### config.mk
export PLATFORM = sky130hd
export DESIGN_NAME = frame_rate_tier_governor_unit
export DESIGN_NICKNAME = d
export VERILOG_FILES = /design/src/sv/frtg_pkg.sv /design/src/sv/frtg_ctrl.sv /design/src/sv/frtg_dpath.sv /design/src/sv/frame_rate_tier_governor_unit.sv
export SDC_FILE = /design/constraint.sdc
export NUM_CORES = 2
export LEC_CHECK = 0
export BUFFER_PORTS_ARGS = -buffer_cell sky130_fd_sc_hd__buf_4
export CAP_MARGIN = 20
export CELL_PAD_IN_SITES_DETAIL_PLACEMENT = 1
export CELL_PAD_IN_SITES_GLOBAL_PLACEMENT = 1
export CORE_UTILIZATION = 35
export CTS_BUF_LIST = sky130_fd_sc_hd__clkbuf_8
export DETAILED_ROUTE_END_ITERATION = 8
export PLACE_DENSITY = 0.63
export SYNTH_ARGS = -nofsm -noshare
export SYNTH_HDL_FRONTEND = slang
export SYNTH_SLANG_ARGS = --single-unit
### constraint.sdc
create_clock -name clk -period 12.4 [get_ports clk]
set_clock_uncertainty 0.1 [all_clocks]
set_input_delay 1.24 -clock clk [delete_from_list [all_inputs] [get_ports clk]]
set_output_delay 1.24 -clock clk [all_outputs]
set_load 0.01 [all_outputs]
### src/sv/frtg_pkg.sv
// Shared types, constants and codes for the frame rate tier governor.
package frtg_pkg;

	// Default parameter values
	localparam int DEF_COUNT_WIDTH = 16;
	localparam int DEF_TIME_WIDTH  = 32;

	// Field widths
	localparam int CFG_WIDTH        = 24;
	localparam int CFG_INDEX_WIDTH  = 3;
	localparam int FRAME_WIDTH      = 24;
	localparam int FRAC_BITS        = 8;
	localparam int SMOOTH_WIDTH     = FRAME_WIDTH + FRAC_BITS;
	localparam int RATE_WIDTH       = 16;
	localparam int TIER_WIDTH       = 2;
	localparam int FACTOR_WIDTH     = 3;
	localparam int MUL_WIDTH        = 32;
	localparam int RATE_SCALE_WIDTH = 24;

	// Divide by ten: x / 10 == (x * RECIP_TEN) >> RECIP_SHIFT for any 32-bit x
	localparam logic [MUL_WIDTH-1:0] RECIP_TEN   = 32'hCCCC_CCCD;
	localparam int                   RECIP_SHIFT = 35;

	// Frames per second in 1/16 units: count * 16 * 1e6 / elapsed microseconds
	localparam logic [RATE_SCALE_WIDTH-1:0] RATE_SCALE = 24'd16_000_000;
	localparam logic [RATE_WIDTH-1:0]       RATE_SEED  = 16'd960;
	localparam logic [FRAME_WIDTH-1:0]      FRAME_MAX  = 24'hFF_FFFF;

	// Configuration reset values
	localparam logic [CFG_WIDTH-1:0] LOW_POWER_THR_RST = 24'd33330;
	localparam logic [CFG_WIDTH-1:0] BALANCED_THR_RST  = 24'd18000;
	localparam logic [CFG_WIDTH-1:0] HIGH_THR_RST      = 24'd16000;
	localparam logic [CFG_WIDTH-1:0] FRAME_BUDGET_RST  = 24'd16670;
	localparam logic [CFG_WIDTH-1:0] WINDOW_RST        = 24'd500000;

	// Tier codes
	localparam logic [TIER_WIDTH-1:0] TIER_HIGH     = 2'd0;
	localparam logic [TIER_WIDTH-1:0] TIER_BALANCED = 2'd1;
	localparam logic [TIER_WIDTH-1:0] TIER_LOW      = 2'd2;
	localparam logic [TIER_WIDTH-1:0] TIER_UNUSED   = 2'd3;

	// Physics and collision factors in quarters
	localparam logic [FACTOR_WIDTH-1:0] FACTOR_NONE    = 3'd0;
	localparam logic [FACTOR_WIDTH-1:0] FACTOR_QUARTER = 3'd1;
	localparam logic [FACTOR_WIDTH-1:0] FACTOR_HALF    = 3'd2;
	localparam logic [FACTOR_WIDTH-1:0] FACTOR_FULL    = 3'd4;

	typedef enum logic [1:0] {
		OP_END_FRAME    = 2'd0,
		OP_SET_TIER     = 2'd1,
		OP_SET_PLATFORM = 2'd2,
		OP_CLEAR_LOCK   = 2'd3
	} opcode_t;

	typedef enum logic [CFG_INDEX_WIDTH-1:0] {
		CFG_LOW_POWER_THR = 3'd0,
		CFG_BALANCED_THR  = 3'd1,
		CFG_HIGH_THR      = 3'd2,
		CFG_FRAME_BUDGET  = 3'd3,
		CFG_WINDOW        = 3'd4
	} cfg_index_t;

	typedef enum logic [3:0] {
		S_IDLE,
		S_SPAN,
		S_DIFF,
		S_SCALE,
		S_SMOOTH,
		S_RATE_MUL,
		S_DIV,
		S_SAMPLE,
		S_DONE
	} state_t;

	// Controller to datapath
	typedef struct packed {
		logic load_item;
		logic span;
		logic diff;
		logic scale;
		logic smooth;
		logic rate_mul;
		logic div_step;
		logic sample;
		logic tier;
		logic load_result;
	} cmd_t;

	// Datapath to controller
	typedef struct packed {
		logic is_frame;
		logic started;
		logic window_due;
		logic div_last;
	} status_t;

endpackage

### src/sv/frtg_ctrl.sv
// Controller state machine of the frame rate tier governor.
module frtg_ctrl import frtg_pkg::*; (
	input  logic    clk,
	input  logic    arst_n,
	input  logic    item_valid,
	output logic    item_stall,
	output logic    result_valid,
	input  logic    result_stall,
	input  status_t status,
	output cmd_t    cmd
);

	state_t state_q, state_d;
	logic   result_valid_q;

	// State register
	always_ff @(posedge clk or negedge arst_n) begin
		if (!arst_n) begin
			state_q <= S_IDLE;
		end else begin
			state_q <= state_d;
		end
	end

	// Result valid: set on load, drop once the transfer completes
	always_ff @(posedge clk or negedge arst_n) begin
		if (!arst_n) begin
			result_valid_q <= 1'b0;
		end else if (cmd.load_result) begin
			result_valid_q <= 1'b1;
		end else if (!result_stall) begin
			result_valid_q <= 1'b0;
		end
	end

	assign result_valid = result_valid_q;

	// Next state and commands
	always_comb begin
		state_d    = state_q;
		cmd        = '0;
		item_stall = 1'b1;
		unique case (state_q)
			S_IDLE: begin
				item_stall = 1'b0;
				if (item_valid) begin
					cmd.load_item = 1'b1;
					state_d       = S_SPAN;
				end
			end
			S_SPAN: begin
				if (status.is_frame) begin
					cmd.span = 1'b1;
					state_d  = S_DIFF;
				end else begin
					cmd.tier = 1'b1;
					state_d  = S_DONE;
				end
			end
			S_DIFF: begin
				cmd.diff = 1'b1;
				state_d  = S_SCALE;
			end
			S_SCALE: begin
				cmd.scale = 1'b1;
				state_d   = S_SMOOTH;
			end
			S_SMOOTH: begin
				cmd.smooth = 1'b1;
				if (status.started && status.window_due) begin
					state_d = S_RATE_MUL;
				end else begin
					state_d = S_DONE;
				end
			end
			S_RATE_MUL: begin
				cmd.rate_mul = 1'b1;
				state_d      = S_DIV;
			end
			S_DIV: begin
				cmd.div_step = 1'b1;
				if (status.div_last) begin
					state_d = S_SAMPLE;
				end
			end
			S_SAMPLE: begin
				cmd.sample = 1'b1;
				state_d    = S_DONE;
			end
			S_DONE: begin
				if (!result_valid_q || !result_stall) begin
					cmd.load_result = 1'b1;
					state_d         = S_IDLE;
				end
			end
			default: begin
				state_d = S_IDLE;
			end
		endcase
	end

endmodule

### src/sv/frtg_dpath.sv
// Datapath of the frame rate tier governor: state, smoothing, rate divider, result register.
module frtg_dpath import frtg_pkg::*; #(
	parameter int COUNT_WIDTH = DEF_COUNT_WIDTH,
	parameter int TIME_WIDTH  = DEF_TIME_WIDTH
) (
	input  logic                       clk,
	input  logic                       arst_n,
	input  logic                       cfg_we,
	input  logic [CFG_INDEX_WIDTH-1:0] cfg_index,
	input  logic [CFG_WIDTH-1:0]       cfg_data,
	input  logic [1:0]                 opcode,
	input  logic [TIME_WIDTH-1:0]      start_time_us,
	input  logic [TIME_WIDTH-1:0]      end_time_us,
	input  logic [TIER_WIDTH-1:0]      tier_value,
	input  cmd_t                       cmd,
	output status_t                    status,
	output logic [TIER_WIDTH-1:0]      active_tier,
	output logic [TIER_WIDTH-1:0]      suggested_tier,
	output logic                       platform_locked,
	output logic [FRAME_WIDTH-1:0]     last_frame_us,
	output logic [SMOOTH_WIDTH-1:0]    smoothed_frame_q8,
	output logic [RATE_WIDTH-1:0]      fps_x16,
	output logic                       budget_exceeded,
	output logic [FACTOR_WIDTH-1:0]    physics_factor_q,
	output logic [FACTOR_WIDTH-1:0]    collision_factor_q
);

	localparam int DVD_WIDTH   = COUNT_WIDTH + RATE_SCALE_WIDTH;
	localparam int CNT_WIDTH   = $clog2(DVD_WIDTH + 1);
	localparam int RECIP_WIDTH = 2 * MUL_WIDTH - RECIP_SHIFT;

	// Configuration registers
	logic [CFG_WIDTH-1:0] low_thr_q, bal_thr_q, high_thr_q, budget_q, window_q;

	// Item registers
	opcode_t               op_q;
	logic [TIME_WIDTH-1:0] start_q, end_q;
	logic [TIER_WIDTH-1:0] tier_q;

	// Governor state
	logic                    started_q;
	logic [TIME_WIDTH-1:0]   sample_start_q;
	logic [COUNT_WIDTH-1:0]  count_q;
	logic [SMOOTH_WIDTH-1:0] smoothed_q;
	logic [RATE_WIDTH-1:0]   rate_q;
	logic [FRAME_WIDTH-1:0]  frame_time_q;
	logic [TIER_WIDTH-1:0]   suggested_q, active_q;
	logic                    lock_q;

	// Working registers
	logic [TIME_WIDTH-1:0]   elapsed_q;
	logic                    neg_q;
	logic [MUL_WIDTH-1:0]    mag_q;
	logic [RECIP_WIDTH-1:0]  recip_q;
	logic [DVD_WIDTH-1:0]    quo_q;
	logic [TIME_WIDTH-1:0]   rem_q;
	logic [CNT_WIDTH-1:0]    cnt_q;

	// Result registers
	logic [TIER_WIDTH-1:0]   res_active_q, res_suggested_q;
	logic                    res_locked_q, res_over_q;
	logic [FRAME_WIDTH-1:0]  res_frame_q;
	logic [SMOOTH_WIDTH-1:0] res_smoothed_q;
	logic [RATE_WIDTH-1:0]   res_rate_q;
	logic [FACTOR_WIDTH-1:0] res_physics_q, res_collision_q;

	// Combinational helpers
	logic [TIME_WIDTH-1:0]       span_c;
	logic [FRAME_WIDTH-1:0]      frame_sat_c;
	logic [SMOOTH_WIDTH-1:0]     frame_q8_c;
	logic [MUL_WIDTH-1:0]        mul_a_c, mul_b_c;
	logic [2*MUL_WIDTH-1:0]      mul_p_c;
	logic [TIME_WIDTH:0]         rem_shift_c;
	logic                        rem_ge_c;
	logic [TIER_WIDTH-1:0]       tier_clamp_c, suggest_c;
	logic [RATE_WIDTH-1:0]       rate_sat_c;
	logic [COUNT_WIDTH-1:0]      count_inc_c;
	logic                        over_c;
	logic [FACTOR_WIDTH-1:0]     physics_c, collision_c;

	// Frame time: wrapping span saturated to 24 bits
	assign span_c      = end_q - start_q;
	assign frame_sat_c = (span_c > TIME_WIDTH'(FRAME_MAX)) ? FRAME_MAX : span_c[FRAME_WIDTH-1:0];
	assign frame_q8_c  = {frame_time_q, {FRAC_BITS{1'b0}}};

	// Shared multiplier: reciprocal of ten for smoothing, rate scale for sampling
	assign mul_a_c = cmd.rate_mul ? MUL_WIDTH'(count_q) : mag_q;
	assign mul_b_c = cmd.rate_mul ? MUL_WIDTH'(RATE_SCALE) : RECIP_TEN;
	assign mul_p_c = mul_a_c * mul_b_c;

	// Restoring divider step, one quotient bit a cycle
	assign rem_shift_c = {rem_q, quo_q[DVD_WIDTH-1]};
	assign rem_ge_c    = rem_shift_c >= {1'b0, elapsed_q};

	assign count_inc_c = (count_q != {COUNT_WIDTH{1'b1}}) ? count_q + COUNT_WIDTH'(1) : count_q;
	assign rate_sat_c  = (|quo_q[DVD_WIDTH-1:RATE_WIDTH]) ? {RATE_WIDTH{1'b1}}
	                                                       : quo_q[RATE_WIDTH-1:0];
	assign tier_clamp_c = (tier_q == TIER_UNUSED) ? TIER_LOW : tier_q;

	// Suggested tier with hysteresis band
	always_comb begin
		if (smoothed_q > {low_thr_q, {FRAC_BITS{1'b0}}}) begin
			suggest_c = TIER_LOW;
		end else if (smoothed_q > {bal_thr_q, {FRAC_BITS{1'b0}}}) begin
			suggest_c = TIER_BALANCED;
		end else if (smoothed_q < {high_thr_q, {FRAC_BITS{1'b0}}}) begin
			suggest_c = TIER_HIGH;
		end else begin
			suggest_c = suggested_q;
		end
	end

	// Budget flag and quarter-step factors
	assign over_c = frame_time_q > budget_q;
	always_comb begin
		if (active_q == TIER_LOW) begin
			physics_c   = FACTOR_QUARTER;
			collision_c = FACTOR_NONE;
		end else if (active_q == TIER_BALANCED || over_c) begin
			physics_c   = FACTOR_HALF;
			collision_c = FACTOR_HALF;
		end else begin
			physics_c   = FACTOR_FULL;
			collision_c = FACTOR_FULL;
		end
	end

	// Status to the controller
	assign status.is_frame   = (op_q == OP_END_FRAME);
	assign status.started    = started_q;
	assign status.window_due = elapsed_q >= TIME_WIDTH'(window_q);
	assign status.div_last   = (cnt_q == CNT_WIDTH'(1));

	// Configuration writes
	always_ff @(posedge clk or negedge arst_n) begin
		if (!arst_n) begin
			low_thr_q  <= LOW_POWER_THR_RST;
			bal_thr_q  <= BALANCED_THR_RST;
			high_thr_q <= HIGH_THR_RST;
			budget_q   <= FRAME_BUDGET_RST;
			window_q   <= WINDOW_RST;
		end else if (cfg_we) begin
			unique case (cfg_index_t'(cfg_index))
				CFG_LOW_POWER_THR: low_thr_q  <= cfg_data;
				CFG_BALANCED_THR:  bal_thr_q  <= cfg_data;
				CFG_HIGH_THR:      high_thr_q <= cfg_data;
				CFG_FRAME_BUDGET:  budget_q   <= cfg_data;
				CFG_WINDOW:        window_q   <= cfg_data;
				default: begin
				end
			endcase
		end
	end

	// Capture the item and step the working registers
	always_ff @(posedge clk) begin
		if (cmd.load_item) begin
			op_q    <= opcode_t'(opcode);
			start_q <= start_time_us;
			end_q   <= end_time_us;
			tier_q  <= tier_value;
		end
		if (cmd.span) begin
			elapsed_q <= end_q - sample_start_q;
		end
		if (cmd.diff) begin
			neg_q <= smoothed_q > frame_q8_c;
			mag_q <= (smoothed_q > frame_q8_c) ? smoothed_q - frame_q8_c
			                                   : frame_q8_c - smoothed_q;
		end
		if (cmd.scale) begin
			recip_q <= mul_p_c[2*MUL_WIDTH-1:RECIP_SHIFT];
		end
		if (cmd.rate_mul) begin
			quo_q <= mul_p_c[DVD_WIDTH-1:0];
			rem_q <= '0;
			cnt_q <= CNT_WIDTH'(DVD_WIDTH);
		end else if (cmd.div_step) begin
			quo_q <= {quo_q[DVD_WIDTH-2:0], rem_ge_c};
			rem_q <= rem_ge_c ? rem_shift_c[TIME_WIDTH-1:0] - elapsed_q
			                  : rem_shift_c[TIME_WIDTH-1:0];
			cnt_q <= cnt_q - CNT_WIDTH'(1);
		end
	end

	// Governor state updates
	always_ff @(posedge clk or negedge arst_n) begin
		if (!arst_n) begin
			started_q      <= 1'b0;
			sample_start_q <= '0;
			count_q        <= '0;
			smoothed_q     <= '0;
			rate_q         <= RATE_SEED;
			frame_time_q   <= '0;
			suggested_q    <= TIER_HIGH;
			active_q       <= TIER_HIGH;
			lock_q         <= 1'b0;
		end else begin
			if (cmd.span) begin
				frame_time_q <= frame_sat_c;
			end
			// Apply the averaging step; seed the window on the first frame only
			if (cmd.smooth) begin
				smoothed_q <= neg_q ? smoothed_q - SMOOTH_WIDTH'(recip_q)
				                    : smoothed_q + SMOOTH_WIDTH'(recip_q);
				if (!started_q) begin
					started_q      <= 1'b1;
					count_q        <= COUNT_WIDTH'(1);
					sample_start_q <= end_q;
					rate_q         <= RATE_SEED;
				end else begin
					count_q <= count_inc_c;
				end
			end
			// Close the window: store the rate and re-pick the tier
			if (cmd.sample) begin
				rate_q         <= rate_sat_c;
				count_q        <= '0;
				sample_start_q <= end_q;
				suggested_q    <= suggest_c;
				if (!lock_q) begin
					active_q <= suggest_c;
				end
			end
			if (cmd.tier) begin
				case (op_q)
					OP_SET_TIER: begin
						active_q    <= tier_clamp_c;
						suggested_q <= tier_clamp_c;
					end
					OP_SET_PLATFORM: begin
						lock_q   <= 1'b1;
						active_q <= tier_clamp_c;
					end
					OP_CLEAR_LOCK: begin
						lock_q   <= 1'b0;
						active_q <= suggested_q;
					end
					default: begin
					end
				endcase
			end
		end
	end

	// Result register
	always_ff @(posedge clk) begin
		if (cmd.load_result) begin
			res_active_q    <= active_q;
			res_suggested_q <= suggested_q;
			res_locked_q    <= lock_q;
			res_frame_q     <= frame_time_q;
			res_smoothed_q  <= smoothed_q;
			res_rate_q      <= rate_q;
			res_over_q      <= over_c;
			res_physics_q   <= physics_c;
			res_collision_q <= collision_c;
		end
	end

	assign active_tier        = res_active_q;
	assign suggested_tier     = res_suggested_q;
	assign platform_locked    = res_locked_q;
	assign last_frame_us      = res_frame_q;
	assign smoothed_frame_q8  = res_smoothed_q;
	assign fps_x16            = res_rate_q;
	assign budget_exceeded    = res_over_q;
	assign physics_factor_q   = res_physics_q;
	assign collision_factor_q = res_collision_q;

endmodule

### src/sv/frame_rate_tier_governor_unit.sv
// Tier opcodes go from span straight to done; an end frame runs span, diff, scale and smooth,
// plus rate multiply, the bit-serial frames-per-second divider and sample when a window closes.
// Throughput: one item at a time; the next is accepted the cycle after the result is loaded.
// The result register lets a new item start while the previous result awaits transfer.
// Reset: asynchronous, active low; config returns to defaults, rate to 60 fps, tiers to high.
module frame_rate_tier_governor_unit import frtg_pkg::*; #(
	parameter int COUNT_WIDTH = DEF_COUNT_WIDTH,
	parameter int TIME_WIDTH  = DEF_TIME_WIDTH
) (
	input  logic                       clk,
	input  logic                       arst_n,
	input  logic                       cfg_we,
	input  logic [CFG_INDEX_WIDTH-1:0] cfg_index,
	input  logic [CFG_WIDTH-1:0]       cfg_data,
	input  logic                       item_valid,
	output logic                       item_stall,
	input  logic [1:0]                 opcode,
	input  logic [TIME_WIDTH-1:0]      start_time_us,
	input  logic [TIME_WIDTH-1:0]      end_time_us,
	input  logic [TIER_WIDTH-1:0]      tier_value,
	output logic                       result_valid,
	input  logic                       result_stall,
	output logic [TIER_WIDTH-1:0]      active_tier,
	output logic [TIER_WIDTH-1:0]      suggested_tier,
	output logic                       platform_locked,
	output logic [FRAME_WIDTH-1:0]     last_frame_us,
	output logic [SMOOTH_WIDTH-1:0]    smoothed_frame_q8,
	output logic [RATE_WIDTH-1:0]      fps_x16,
	output logic                       budget_exceeded,
	output logic [FACTOR_WIDTH-1:0]    physics_factor_q,
	output logic [FACTOR_WIDTH-1:0]    collision_factor_q
);

	cmd_t    cmd;
	status_t status;

	// Controller
	frtg_ctrl u_ctrl (
		.clk          (clk),
		.arst_n       (arst_n),
		.item_valid   (item_valid),
		.item_stall   (item_stall),
		.result_valid (result_valid),
		.result_stall (result_stall),
		.status       (status),
		.cmd          (cmd)
	);

	// Datapath
	frtg_dpath #(
		.COUNT_WIDTH (COUNT_WIDTH),
		.TIME_WIDTH  (TIME_WIDTH)
	) u_dpath (
		.clk                (clk),
		.arst_n             (arst_n),
		.cfg_we             (cfg_we),
		.cfg_index          (cfg_index),
		.cfg_data           (cfg_data),
		.opcode             (opcode),
		.start_time_us      (start_time_us),
		.end_time_us        (end_time_us),
		.tier_value         (tier_value),
		.cmd                (cmd),
		.status             (status),
		.active_tier        (active_tier),
		.suggested_tier     (suggested_tier),
		.platform_locked    (platform_locked),
		.last_frame_us      (last_frame_us),
		.smoothed_frame_q8  (smoothed_frame_q8),
		.fps_x16            (fps_x16),
		.budget_exceeded    (budget_exceeded),
		.physics_factor_q   (physics_factor_q),
		.collision_factor_q (collision_factor_q)
	);

	// An accepted transfer makes the block busy on the next cycle
	a_busy_after_accept: assert property (@(posedge clk) disable iff (!arst_n)
		item_valid && !item_stall |=> item_stall)
		else $error("input not stalled after an accepted transfer");

	// A new result appears only after the controller loads it
	a_result_from_load: assert property (@(posedge clk) disable iff (!arst_n)
		$rose(result_valid) |-> $past(cmd.load_result))
		else $error("result valid rose without a load");

	// Low power tier always runs quarter-step physics with no collision checks
	a_low_power_factors: assert property (@(posedge clk) disable iff (!arst_n)
		result_valid && active_tier == TIER_LOW |->
			physics_factor_q == FACTOR_QUARTER && collision_factor_q == FACTOR_NONE)
		else $error("low power tier with wrong factors");

	// Divider steps never overlap an item load
	a_div_isolated: assert property (@(posedge clk) disable iff (!arst_n)
		cmd.div_step |-> !cmd.load_item && !cmd.load_result && item_stall)
		else $error("divider step outside a busy frame");

endmodule

==> metrics.txt <==
crit path max fanout 94; relative slew slack 32.6%; Mean Syn Cell Area 9.86 µm²; DRT Pass-1 Iters 5; RSZ-0062 raised after global routing false; antenna violations before repair 12; Post-Syn Area 52700 µm²; register area share after synthesis 29.6%; Final setup viols 0; Post-Route WL 174000 µm; Final Max Tran Viols 0; dpl hpwl 144000 µm; via/cell ratio 5.03; CTS Hold Bufs 0; Num CTS Buffers 109; FILL cells 17100; WS Path Type register to register; Die Span X 390 µm; Die Y 390 µm; H-tree levels 3; Max clock buf depth 3; Post-synth EDFFs 283; # nets final 6850; clock-pin slew on the worst setup and hold paths 0.07 ns; routability cong. 0.955; drc violations 0; Max Clk Rate 92.6 MHz; Critical Path RT 12.85 ns; Yosys top cell by area fa_1; Startpoint Class register; post-synth top area share 18.9%; PortBufs 184; MaxCap Viol Count 0; first-pass GRT wire length 267000 µm; Syn Inst Count 5343; die footprint 152000 µm²; synth top area cells fa_1 (19%), edfxtp_1 (16%), ha_1 (16%); Worst EP arrival 11.25 ns; core area 150000 µm²; Worst-Skew Late Latency 0.88 ns; critical path endpoint category register; status finished, final reports clean; Setup TNS 0 ns; Fin. Hold Viols 0; Starting Density 35.2%; # clock sinks 572; post-CTS setup buffer count 0; worst hold path class input pin to async pin; drt wl/cell 22.5 µm; grt total ovfl 0; layout cell share with drive strength beyond 1 8.94%; Total GRT Usage 23.4%; final core occ 39.4%; Period minus WS final 10.79 ns; largest net degree at the start of global routing 99; Synth Flop Type edfxtp_1; Least-Margin Pin Slew 1.01 ns; Clock Tree Root clkbuf_8; IO Pins 186; final worst path period share 87.1%; Routed Antenna Nets 0; CTS tree yes; via count 38800; vias in the first global route 42500; synthesized flop and latch total 572; Cell variety after synth 87; Warnings, synthesis 0; Synth-to-Final Area Change 12.0%; FFs w/ async S/R, synth 43.9%; DRT iter0 DRCs 1938; Rows 142; PostCTS Resize Cnt 0
## registers in the layout (all words and copies together) (netlist names), 29 cells and up
| register | flops |
|---|---|
| u_dpath.elapsed_q | 32 |
| u_dpath.end_q | 32 |
| u_dpath.mag_q | 32 |
| u_dpath.quo_q | 40 |
| u_dpath.recip_q | 29 |
| u_dpath.rem_q | 32 |
| u_dpath.sample_start_q | 32 |
| u_dpath.smoothed_frame_q8 | 32 |
| u_dpath.smoothed_q | 32 |
| u_dpath.start_q | 32 |
## worst paths after layout
kind                                               start                                     end  slack [ns]  depth (start not counted)
max                        u_ctrl.state_q[2]$_DFFE_PN0P_             u_dpath.quo_q[39]$_DFFE_PN_        1.61                         27
min                                               arst_n  u_dpath.sample_start_q[21]$_DFFE_PN0P_        0.30                          1
max reg2reg                u_ctrl.state_q[2]$_DFFE_PN0P_             u_dpath.quo_q[39]$_DFFE_PN_        1.61                         27
min reg2reg                u_dpath.rate_q[4]$_DFFE_PN0P_            u_dpath.fps_x16[4]$_DFFE_PP_        0.36                          0
max in group asynchronous                         arst_n      u_dpath.smoothed_q[19]$_DFFE_PN0N_        9.86                          3
min in group clk           u_dpath.rate_q[4]$_DFFE_PN0P_            u_dpath.fps_x16[4]$_DFFE_PP_        0.36                          0
## synth_stat cells, drive strengths merged, types with 29 or more instances
cell type and n:
a21o 116, a21oi 243, a31oi 38, and2 55
clkbuf 126, dfrtp 218, dfstp 33, dfxtp 38
edfxtp 283, fa 498, ha 657, inv 1061
mux2 40, mux2i 42, nand2 420, nand2b 49
nand3 46, nand4 63, nor2 195, nor2b 61
nor3 50, o21a 50, o21ai 377, o22a 29
xnor2 155, xor2 86
## kinds of logic (layout without fill, tap and decap cells)
| group | Yosys count | in the layout | share of synthesized area, % |
|---|---|---|---|
| simple gates | 1055 | 1055 | 9.54 |
| other cells | 2 | 52 | 0.0142 |
| mux | 82 | 82 | 1.65 |
| buf+inv | 1202 | 1505 | 8.65 |
| compound gates | 1033 | 1033 | 12.0 |
| flops | 572 | 572 | 29.6 |
| xor+xnor | 241 | 241 | 4.01 |
| fa+ha+maj | 1156 | 1156 | 34.5 |
## cell type report
type                       count  area (µm²)  share of cell area [%]
clock buffer                 128        1760                    2.99
clock inverter                80         556                   0.941
tap                         2016        2520                    4.27
antenna                        4        10.0                  0.0170
inverter                    1061        3980                    6.75
multi-input combinational   3615       32800                    55.6
timing repair buffer         236        1800                    3.05
sequential                   572       15600                    26.4
## placed cells by master (no fill, tap or decap), drive strengths merged, types with 86 or more instances in the layout
cell type	n
dfrtp	218
edfxtp	283
a21o	116
inv	1100
xnor2	155
nand2	420
a21oi	243
clkbuf	128
o21ai	377
ha	657
fa	498
nor2	195
buf	236
xor2	86
## layer usage
metal | vias up | routed length (µm) | track usage, % | share of wire, %
li1 | 18200 | - | - | -
met1 | 19800 | 78400 | 31.2 | 45
met2 | 622 | 84700 | 39.9 | 49
met3 | 189 | 6740 | 3.25 | 3.9
met4 | 6 | 3850 | 5.42 | 2.2
met5 | - | 46 | 0 | 0.026
## critical path, stage by stage (launching register included)
cell and delay (ns):
dfrtp_1 0.53, nor2b_1 0.62, nand2_4 0.70, nand2_1 0.51, inv_1 0.16, ha_1 0.43, ha_1 0.38, fa_1 0.50
inv_1 0.07, fa_1 0.54, inv_1 0.06, fa_1 0.53, fa_1 0.44, fa_1 0.56, inv_1 0.06, fa_1 0.54
inv_1 0.04, ha_1 0.43, and3_1 0.35, a31oi_1 0.22, o21ai_0 0.11, a31oi_1 0.56, o21ai_0 0.30, a221oi_1 0.72
o211ai_1 0.25, a41oi_1 0.36, xnor2_1 0.14, mux2_2 0.27
## stage by stage
stage                     cells  area [µm²]  hold WS [ns]  setup slack, ns
after detailed placement   7500       56700         0.339             1.68
after global routing       7711       59000         0.324             1.16
after CTS                  7708       59000         0.271             1.68
final                      7712       59000         0.302             1.61
after floorplan            5389       52900         0.325             3.84
after global placement     7499       56700         0.342             1.99
Power is not shown: default switching activity piles up to over one toggle a cycle in this logic, so the estimate is an artifact.
